$ cat src/sv/vector_magnitude_isqrt_top_assert.svh
// ----------------------------------------------------------------------------
// Assertion macros for the vector magnitude block
// Shared property forms, clocked on clk and disabled while rst is high.
// ----------------------------------------------------------------------------
`ifndef VECTOR_MAGNITUDE_ISQRT_TOP_ASSERT_SVH
`define VECTOR_MAGNITUDE_ISQRT_TOP_ASSERT_SVH

// The antecedent implies the consequent in the same cycle.
`define VMI_ASSERT_IMPLY(lbl, ante, cons) \
  lbl: assert property (@(posedge clk) disable iff (rst) (ante) |-> cons) \
    else $error("vector magnitude assertion failed");

// The antecedent implies the consequent in the next cycle.
`define VMI_ASSERT_NEXT(lbl, ante, cons) \
  lbl: assert property (@(posedge clk) disable iff (rst) (ante) |=> (cons)) \
    else $error("vector magnitude assertion failed");

`endif

$ cat src/sv/vmi_pkg.sv
// ----------------------------------------------------------------------------
// vmi_pkg
// Fixed field widths and helpers for the vector magnitude block.
// ----------------------------------------------------------------------------
`default_nettype none

package vmi_pkg;

  localparam int COMP_W = 16;          // component field width
  localparam int ABS_W  = COMP_W + 1;  // magnitude of a component, 32768 fits
  localparam int SQ_W   = 31;          // a square never exceeds 2^30
  localparam int SUM_W  = 32;          // sum of squares never exceeds 2^31
  localparam int MAG_W  = 16;          // result field width
  localparam int FRONT_STAGES = 3;     // absolute value, square, sum

  // Largest possible result: floor(sqrt(2^31)).
  localparam logic [MAG_W-1:0] MAG_MAX = 16'd46340;

  function automatic logic [ABS_W-1:0] abs_comp(input logic [COMP_W-1:0] v);
    logic [ABS_W-1:0] ext;
    ext = {v[COMP_W-1], v};
    return v[COMP_W-1] ? (~ext + 1'b1) : ext;
  endfunction

endpackage

`default_nettype wire

$ cat src/sv/vector_magnitude_isqrt_top.sv
// Each item passes the absolute value, square and sum registers, then the square root stages.
// Throughput: one item per cycle once busy is low; every stage is a register, and the square root
// spends one pipeline stage per root bit, so nothing is shared between items.
// busy is high only during reset and for the cycle after it; results cannot be held off.
// Reset clears all valid bits; the data registers are not reset.
// ----------------------------------------------------------------------------
// vector_magnitude_isqrt_top
// Pipelined integer magnitude floor(sqrt(x*x + y*y)) with a non-restoring
// square root that resolves one root bit per stage.
// ----------------------------------------------------------------------------
`default_nettype none
`include "vector_magnitude_isqrt_top_assert.svh"

module vector_magnitude_isqrt_top #(
  parameter int ROOT_BITS = 16
) (
  input  wire logic                        clk,
  input  wire logic                        rst,
  input  wire logic                        start,
  output logic                             busy,
  input  wire logic [vmi_pkg::COMP_W-1:0]  x_component,
  input  wire logic [vmi_pkg::COMP_W-1:0]  y_component,
  output logic                             done,
  output logic [vmi_pkg::MAG_W-1:0]        magnitude
);

  import vmi_pkg::*;

  localparam int RAD_BITS = 2 * ROOT_BITS;
  localparam int REM_BITS = ROOT_BITS + 2;
  localparam int LATENCY  = ROOT_BITS + FRONT_STAGES;

  logic accept;

  // Front end stages.
  logic              v_abs, v_sq, v_rad;
  logic [ABS_W-1:0]  abs_x, abs_y;
  logic [2*ABS_W-1:0] prod_x, prod_y;
  logic [SQ_W-1:0]   sq_x, sq_y;
  logic [SUM_W-1:0]  sum;
  logic [RAD_BITS-1:0] rad;

  // Square root stages; the last stage keeps only its root and valid bit.
  logic                it_v    [0:ROOT_BITS-1];
  logic [ROOT_BITS-1:0] it_root [0:ROOT_BITS-1];
  logic [REM_BITS-1:0] it_rem  [0:ROOT_BITS-2];
  logic                it_neg  [0:ROOT_BITS-2];
  logic [RAD_BITS-1:0] it_rad  [0:ROOT_BITS-2];

  assign accept = start && !busy;

  always_ff @(posedge clk) begin
    if (rst) begin
      busy <= 1'b1;
    end else begin
      busy <= 1'b0;
    end
  end

  always_ff @(posedge clk) begin
    if (rst) begin
      v_abs <= 1'b0;
      v_sq  <= 1'b0;
      v_rad <= 1'b0;
    end else begin
      v_abs <= accept;
      v_sq  <= v_abs;
      v_rad <= v_sq;
    end
  end

  assign prod_x = abs_x * abs_x;
  assign prod_y = abs_y * abs_y;
  assign sum    = SUM_W'(sq_x) + SUM_W'(sq_y);

  always_ff @(posedge clk) begin
    abs_x <= abs_comp(x_component);
    abs_y <= abs_comp(y_component);
    sq_x  <= prod_x[SQ_W-1:0];
    sq_y  <= prod_y[SQ_W-1:0];
    // A narrow root keeps only the low bits of the sum, so large vectors wrap.
    rad   <= sum[RAD_BITS-1:0];
  end

  for (genvar k = 0; k < ROOT_BITS; k++) begin : g_it
    logic [RAD_BITS-1:0]  rad_in;
    logic [REM_BITS-1:0]  rem_in, trial, shifted, rem_new;
    logic [ROOT_BITS-1:0] root_in;
    logic                 neg_in, vld_in;

    if (k == 0) begin : g_first
      assign rad_in  = rad;
      assign rem_in  = '0;
      assign root_in = '0;
      assign neg_in  = 1'b0;
      assign vld_in  = v_rad;
    end else begin : g_rest
      assign rad_in  = it_rad[k-1];
      assign rem_in  = it_rem[k-1];
      assign root_in = it_root[k-1];
      assign neg_in  = it_neg[k-1];
      assign vld_in  = it_v[k-1];
    end

    // After a negative remainder the trial ends in 11 and is added back in.
    assign trial   = {root_in, neg_in, 1'b1};
    assign shifted = {rem_in[REM_BITS-3:0], rad_in[RAD_BITS-1 -: 2]};
    assign rem_new = neg_in ? (shifted + trial) : (shifted - trial);

    always_ff @(posedge clk) begin
      if (rst) begin
        it_v[k] <= 1'b0;
      end else begin
        it_v[k] <= vld_in;
      end
    end

    always_ff @(posedge clk) begin
      it_root[k] <= {root_in[ROOT_BITS-2:0], ~rem_new[REM_BITS-1]};
    end

    if (k < ROOT_BITS - 1) begin : g_carry
      always_ff @(posedge clk) begin
        it_rem[k] <= rem_new;
        it_neg[k] <= rem_new[REM_BITS-1];
        it_rad[k] <= {rad_in[RAD_BITS-3:0], 2'b00};
      end
    end
  end

  assign done      = it_v[ROOT_BITS-1];
  assign magnitude = MAG_W'(it_root[ROOT_BITS-1]);

  // Every accepted item comes out on done after the front end and square root stages, and only then.
  `VMI_ASSERT_IMPLY(a_item_out, accept, ##LATENCY done)
  `VMI_ASSERT_IMPLY(a_no_stray, done, $past(accept, LATENCY))
  `VMI_ASSERT_IMPLY(a_mag_range, done, (magnitude <= MAG_MAX))
  `VMI_ASSERT_NEXT(a_ready_after_reset, !rst, !busy)

endmodule

`default_nettype wire
$ cat config.mk
export PLATFORM = sky130hd
export DESIGN_NAME = vector_magnitude_isqrt_top
export DESIGN_NICKNAME = d
export VERILOG_FILES = /design/src/sv/vmi_pkg.sv /design/src/sv/vector_magnitude_isqrt_top.sv
export VERILOG_INCLUDE_DIRS = /design/src /design/src/sv
export SDC_FILE = /design/constraint.sdc
export NUM_CORES = 2
export LEC_CHECK = 0
export ABC_AREA = 1
export CAP_MARGIN = 20
export CORE_MARGIN = 4
export CORE_UTILIZATION = 59
export CTS_CLUSTER_DIAMETER = 200
export DETAILED_ROUTE_END_ITERATION = 6
export DONT_BUFFER_PORTS = 1
export PLACE_DENSITY = 0.81
export SETUP_SLACK_MARGIN = 0.5
export SYNTH_ARGS = -nofsm -noshare
export SYNTH_HDL_FRONTEND = slang
export SYNTH_SLANG_ARGS = --single-unit
export TNS_END_PERCENT = 10
$ cat constraint.sdc
create_clock -name clk -period 5.4 [get_ports clk]
set_clock_uncertainty 0.2 [all_clocks]
set_input_delay 1.08 -clock clk [delete_from_list [all_inputs] [get_ports clk]]
set_output_delay 1.08 -clock clk [all_outputs]
set_load 0.1 [all_outputs]
==> Word level (Yosys, flattened, before mapping) <==
Memory sizes are Yosys's and may differ from the RTL's.
Cells that the tools add are included.
{ "totals": {"reg_bits": 132, "in_bits": 35, "word_cells": 124, "out_inout_bits": 18, "latch_bits": 0, "mem_bits_rw": 1007, "mem_bits_ro": 0, "mem_count": 5} }
{ "op_classes": {"muxes": 36, "n_eq_ne": 0, "addsub": 34, "order_cmp": 0, "shifts": 0, "bitwise": 34, "reduce_logical": 2, "n_mul": 2, "div_mod_pow": 0} }
{ "memory_table": {"columns": ["memory", "depth", "width", "rd", "rd_clocked_by_memory_dff", "write_ports", "line_no", "text"], "rows": [
  ["it_rad", 15, 30, 15, 0, 15, "vector_magnitude_isqrt_top.sv:48", "logic [RAD_BITS-1:0] it_rad [0:ROOT_BITS-2];"],
  ["it_rem", 15, 18, 15, 0, 15, "vector_magnitude_isqrt_top.sv:46", "logic [REM_BITS-1:0] it_rem [0:ROOT_BITS-2];"],
  ["it_root", 16, 16, 16, 0, 16, "vector_magnitude_isqrt_top.sv:45", "logic [ROOT_BITS-1:0] it_root [0:ROOT_BITS-1];"],
  ["it_v", 16, 1, 16, 0, 16, "vector_magnitude_isqrt_top.sv:44", "logic it_v [0:ROOT_BITS-1];"],
  ["it_neg", 15, 1, 15, 0, 15, "vector_magnitude_isqrt_top.sv:47", "logic it_neg [0:ROOT_BITS-2];"]
]} }
{ "op_table": {"columns": ["op", "count"], "rows": [
  ["adder 18 bit", 15],
  ["two-way mux 18 bit", 15],
  ["subtractor 18 bit", 15],
  ["multiplier 17 x 17 -> 31 bit", 2],
  ["adder 17 x 1 -> 17 bit, second input constant", 2],
  ["inverter 17 bit", 2],
  ["adder 31 x 31 -> 32 bit", 1],
  ["two-way mux 15 bit", 2],
  ["two-way mux 1 bit", 19],
  ["inverter 1 bit", 16],
  ["OR 1 bit", 16],
  ["subtractor 2 x 1 -> 3 bit, second input constant", 1],
  ["logical AND 1 bit", 1],
  ["logical NOT 1 bit", 1]
]} }

==> Logic depth before layout (Yosys ltp) <==
An unclocked memory read counts as a cell.
{ "depth": {"ltp_word": 4, "mapped_depth": 26, "depth_no_buf": 25} }

==> Worst setup path before layout <==
OpenSTA, ideal clock, no wires.
{ "synth_path": {"path_kind": "reg-to-reg", "start": "reg abs_y[5]", "end": "reg sq_y[29]", "slack_ns": -0.267, "path_buffers": 2, "setup_time_ns": 0.112, "stages_incl_launch_ff": 26, "t_arrival_ns": 5.355, "period_less_slack_ns": 5.667, "required_ns": 5.088, "cell_sequence": "dfxtp_1 > clkbuf_1 > clkbuf_1 > nand2_1 > fa_1 > inv_1 > fa_1 > inv_1 > fa_1 > inv_1 > fa_1 > fa_1 > inv_1 > fa_1 > inv_1 > ha_1 > nand2_1 > inv_1 > nand2_1 > nand2_1 > nand2_1 > nand2_1 > a21oi_1 > nand2_1 > nand2_1 > nand2_1"} }
{ "synth_between": {"elab_chain_len": 1} }
{ "synth_rtl": {"columns": ["element", "line_no", "text"], "rows": [
  ["from (decl)", "vector_magnitude_isqrt_top.sv:37", "logic [ABS_W-1:0] abs_x, abs_y;"],
  ["from (signal assigned)", "vector_magnitude_isqrt_top.sv:78", "abs_y <= abs_comp(y_component);"],
  ["multiplier 17 x 17 -> 31 bit", "vector_magnitude_isqrt_top.sv:73", "assign prod_y = abs_y * abs_y;"],
  ["net prod_y[29]", "vector_magnitude_isqrt_top.sv:38", "logic [2*ABS_W-1:0] prod_x, prod_y;"],
  ["to (signal assigned)", "vector_magnitude_isqrt_top.sv:80", "sq_y <= prod_y[SQ_W-1:0];"],
  ["to (decl)", "vector_magnitude_isqrt_top.sv:39", "logic [SQ_W-1:0] sq_x, sq_y;"]
]} }
The timed path passes the listed nets, and every way through them passes these cells.
A chain may end at the register's enable or synchronous reset.

==> Final worst setup path <==
{ "layout_path": {"start": "reg abs_y[7]", "end": "reg sq_y[21]"} }
The elaborated chain is that of the path after synthesis.

==> tab_implementation.tex <==
\begin{tabular}{lr}
\hline
Metric & Value \\
\hline
\multicolumn{2}{l}{\textbf{Drt}} \\
\quad Post-route DRC violation count & 0 \\
\quad Overall via count from detail\_route & 36610 \\
\quad Vias per cell & 5.095 \\
\quad Wirelength per Cell & 14.72 microns \\
\quad Total routed wirelength & 105800 microns \\
\quad Antenna Violating Nets Remaining & 0 \\
\quad Count of routing violations after the opening detailed-route iteration & 2029 \\
\quad Router iterations before antenna repair & 7 \\
\multicolumn{2}{l}{\textbf{Clock network}} \\
\quad Clock-pin slew on the worst setup and hold paths & 0.06 ns \\
\quad Clock Tree Root & sky130\_fd\_sc\_hd\_\_clkbuf\_16 \\
\quad Max Root-Sink Buffers & 3 \\
\quad CTS H-tree depth & 3 \\
\quad Number of buffers created by CTS & 77 \\
\quad Clock latency at the later pin of the worst-skew pair & 0.64 ns \\
\quad Number of clock sinks & 753 \\
\quad TritonCTS clock tree & built \\
\multicolumn{2}{l}{\textbf{Critical path}} \\
\quad Crit path max-delay cell type & sky130\_fd\_sc\_hd\_\_fa\_1 \\
\quad CP delay by family, top & adder cells \\
\quad Worst stage delay on the critical path & 0.54 ns \\
\quad Worst Reg2Reg Path Length in Cells & 21 \\
\quad Cell Chain, Critical Path & buf\_6 -> nand2\_2 -> inv\_2 -> fa\_1 -> inv\_1 -> fa\_1 -> inv\_2 -> fa\_2 -> fa\_1 -> fa\_1 -> inv\_1 -> fa\_1 -> inv\_2 -> ha\_4 -> nand2\_4 -> nor2\_4 -> inv\_2 -> nor2\_4 -> nand4\_1 -> nand4\_1 -> nand2\_1 \\
\quad Most frequent cell on the critical path & sky130\_fd\_sc\_hd\_\_fa\_1 \\
\quad Type of origin of the critical path & flop \\
\quad Arrival time at the worst endpoint & 5.58 ns \\
\quad Buffering stage count on the worst path with inverters included & 7 \\
\quad Startpoint-to-endpoint class of the critical path & reg2reg \\
\quad Max FO, Critical Path & 7 \\
\quad Depth of the critical timing path with buffers and inverters included & 21 \\
\quad Required time of the critical path & 5.72 ns \\
\quad Element type at the critical path end & flop \\
\multicolumn{2}{l}{\textbf{Timing}} \\
\quad Final setup vio count & 0 \\
\quad Worst Tran Pin Value & 0.9589 ns \\
\quad Final Hold Violating Endpoints & 0 \\
\quad Count of pins over their slew limit & 0 \\
\quad Final worst-path cycle share & 97.34\% \\
\quad RSZ-0062 raised after global routing & true \\
\quad Minimum clock period after layout & 5.256 ns \\
\quad Final worst setup slack & 0.1438 ns \\
\quad Final-layout setup total negative slack & 0 ns \\
\quad Hold Worst Slack & 0.07303 ns \\
\quad Maximum frequency from static timing analysis & 0.1903 GHz \\
\quad Worst slew margin & 35.99\% \\
\multicolumn{2}{l}{\textbf{Global routing}} \\
\quad Overall fraction of global-route tracks in use & 24.69\% \\
\quad Via count of the first global-routing pass & 37510 \\
\quad Largest net degree at the start of global routing & 21 \\
\quad Overall overflow remaining after global route & 0 \\
\quad Number of antenna violations at the first check in global routing & 1 \\
\quad Global-route wire length before repair & 176000 microns \\
\multicolumn{2}{l}{\textbf{Floorplan}} \\
\quad Starting utilization of the core area & 59.71\% \\
\quad DIE WIDTH & 294.0 microns \\
\quad Core Footprint & 80810 sq um \\
\quad IO Pins & 53 \\
\quad Total die area & 86420 sq um \\
\quad Height of the die & 294.0 microns \\
\quad FP Rows & 104 \\
\multicolumn{2}{l}{\textbf{Yosys}} \\
\quad Most common cell in the synthesized netlist & sky130\_fd\_sc\_hd\_\_nand2\_1 \\
\quad Cell types with the largest area share after synthesis & sky130\_fd\_sc\_hd\_\_dfxtp\_1 31\%, sky130\_fd\_sc\_hd\_\_fa\_1 16\%, sky130\_fd\_sc\_hd\_\_nand2\_1 11\% \\
\quad Top FF cell, synth & sky130\_fd\_sc\_hd\_\_dfxtp\_1 \\
\quad Avg Cell Area, Syn & 8.112 sq um \\
\quad Leading area contributor after synthesis & sky130\_fd\_sc\_hd\_\_dfxtp\_1 \\
\quad Sequential area share after synthesis & 31.24\% \\
\quad Register bit total from synthesis & 753 \\
\quad Top cell types by occurrence after synthesis & 1471 x sky130\_fd\_sc\_hd\_\_nand2\_1, 1223 x sky130\_fd\_sc\_hd\_\_inv\_1, 753 x sky130\_fd\_sc\_hd\_\_dfxtp\_1 \\
\quad Count of mapped cells out of synthesis & 5948 \\
\quad Post-synthesis instance area & 48250 sq um \\
\quad Async S/R FF share, synth & 0\% \\
\quad Synth warn & 0 \\
\quad Unique cell type count in the Yosys netlist & 43 \\
\quad Post-synth EDFFs & 0 \\
\quad Area fraction of the dominant cell type after synthesis & 31.24\% \\
\multicolumn{2}{l}{\textbf{Placed design}} \\
\quad Total of buffers placed on input and output ports & 0 \\
\quad Pre-CTS setup slack & -0.04000 ns \\
\quad Detail Placement HPWL & 83120 microns \\
\quad Final estimated routing congestion in global placement & 0.9306 \\
\multicolumn{2}{l}{\textbf{Cells and area}} \\
\quad Count of inserted antenna diode cells & 0 \\
\quad Fraction of final layout cells with drive strength greater than 1 & 9.878\% \\
\quad Number of nets in the final layout & 6923 \\
\quad Area growth from synthesis to layout & 12.40\% \\
\multicolumn{2}{l}{\textbf{Worst hold path}} \\
\quad Worst Hold Depth & 0 \\
\quad HP Class & reg2reg \\
\multicolumn{2}{l}{\textbf{Run status}} \\
\quad Outcome & finished clean \\
\multicolumn{2}{l}{\textbf{Run}} \\
\quad Max-cap check violation count & 0 \\
\hline
\end{tabular}
-- layout by cell type, fill, tap and decap left out, drive strengths merged --
master    count
a211oi        1
a21boi       10
a21o         68
a21oi       215
and2          8
and3          1
buf         128
bufinv        3
clkbuf       97
clkinv       22
clkinvlp      9
conb          2
dfxtp       753
fa          387
ha          440
inv        1244
nand2      1497
nand2b       12
nand3       326
nand3b        4
nand4        53
nor2        352
nor3         28
nor3b         3
nor4          6
o211ai        2
o21a          8
o21ai        45
o21bai       26
o31ai         2
or2          14
xnor2       188
xor2        171
-- logic make-up (layout without fill, tap and decap cells) --
family                     after synthesis  after routing  synth area share, %
xor gates and xnor gates               359            359                6.517
AOI/OAI and AO/OA                      377            377                4.551
buffers and inverters                 1327           1503                10.38
and+or+nand+nor                       2304           2304                19.83
DFF                                    753            753                31.24
other                                    1              2             0.007772
adders and majority gates              827            827                27.47
-- per-stage QoR --
step,cells,area (sq um),utilization (%)
6_report,7185,54230,67.11
5_1_grt,7185,54230,67.11
4_1_cts,7181,53820,66.60
3_5_place_dp,6983,50360,62.32
3_3_place_gp,6983,50360,62.32
2_1_floorplan,5949,49340,-
-- layer usage --
layer,part of all wire [%],up-vias,GRT usage [%]
met5,0.012,-,0
met4,4.1,2,9.633
met3,4.2,292,3.034
met2,51,947,45.78
met1,40,17100,29.08
li1,-,18270,-
-- repair_timing --
action                     in CTS  in global routing
hold endpoints to repair        0                  0
buffers inserted               54                  4
gates cloned                    1                  0
pin swaps                      79                 69
gates resized for setup       120                100
setup endpoints to repair      42                 42
hold buffers                    0                  0
-- sequential cells by signal (all words and copies together) (netlist names), 8 cells and up --
| register | cells |
|---|---|
| it_rad | 240 |
| it_rem | 223 |
| it_root | 136 |
| g_it.rad_in | 32 |
| sq_x | 30 |
| sq_y | 30 |
| abs_x | 17 |
| abs_y | 17 |
| it_v | 16 |
| it_neg | 8 |
-- final timing paths --
path / start / end / slack [ns]
max: abs_y[7]$_DFF_P_ / sq_y[21]$_DFF_P_ / 0.14
min: it_rad[0][145]$_DFF_P_ / it_rad[0][177]$_DFF_P_ / 0.07
max reg2reg: abs_y[7]$_DFF_P_ / sq_y[21]$_DFF_P_ / 0.14
min reg2reg: it_rad[0][145]$_DFF_P_ / it_rad[0][177]$_DFF_P_ / 0.07
-- layout make-up --
cell class                 instances  area [sq um]
sequential                       753         15170
tap                             1060          1326
clock buffer                      97          2133
fill                            6302         26580
inverter                        1232          4632
timing repair buffer             128          1179
clock inverter                    46         490.5
multi-input combinational       3869         29310
Power is left out: the tool's default activity adds up to more than one toggle a clock period on the data nets, which glitch-free logic cannot reach.
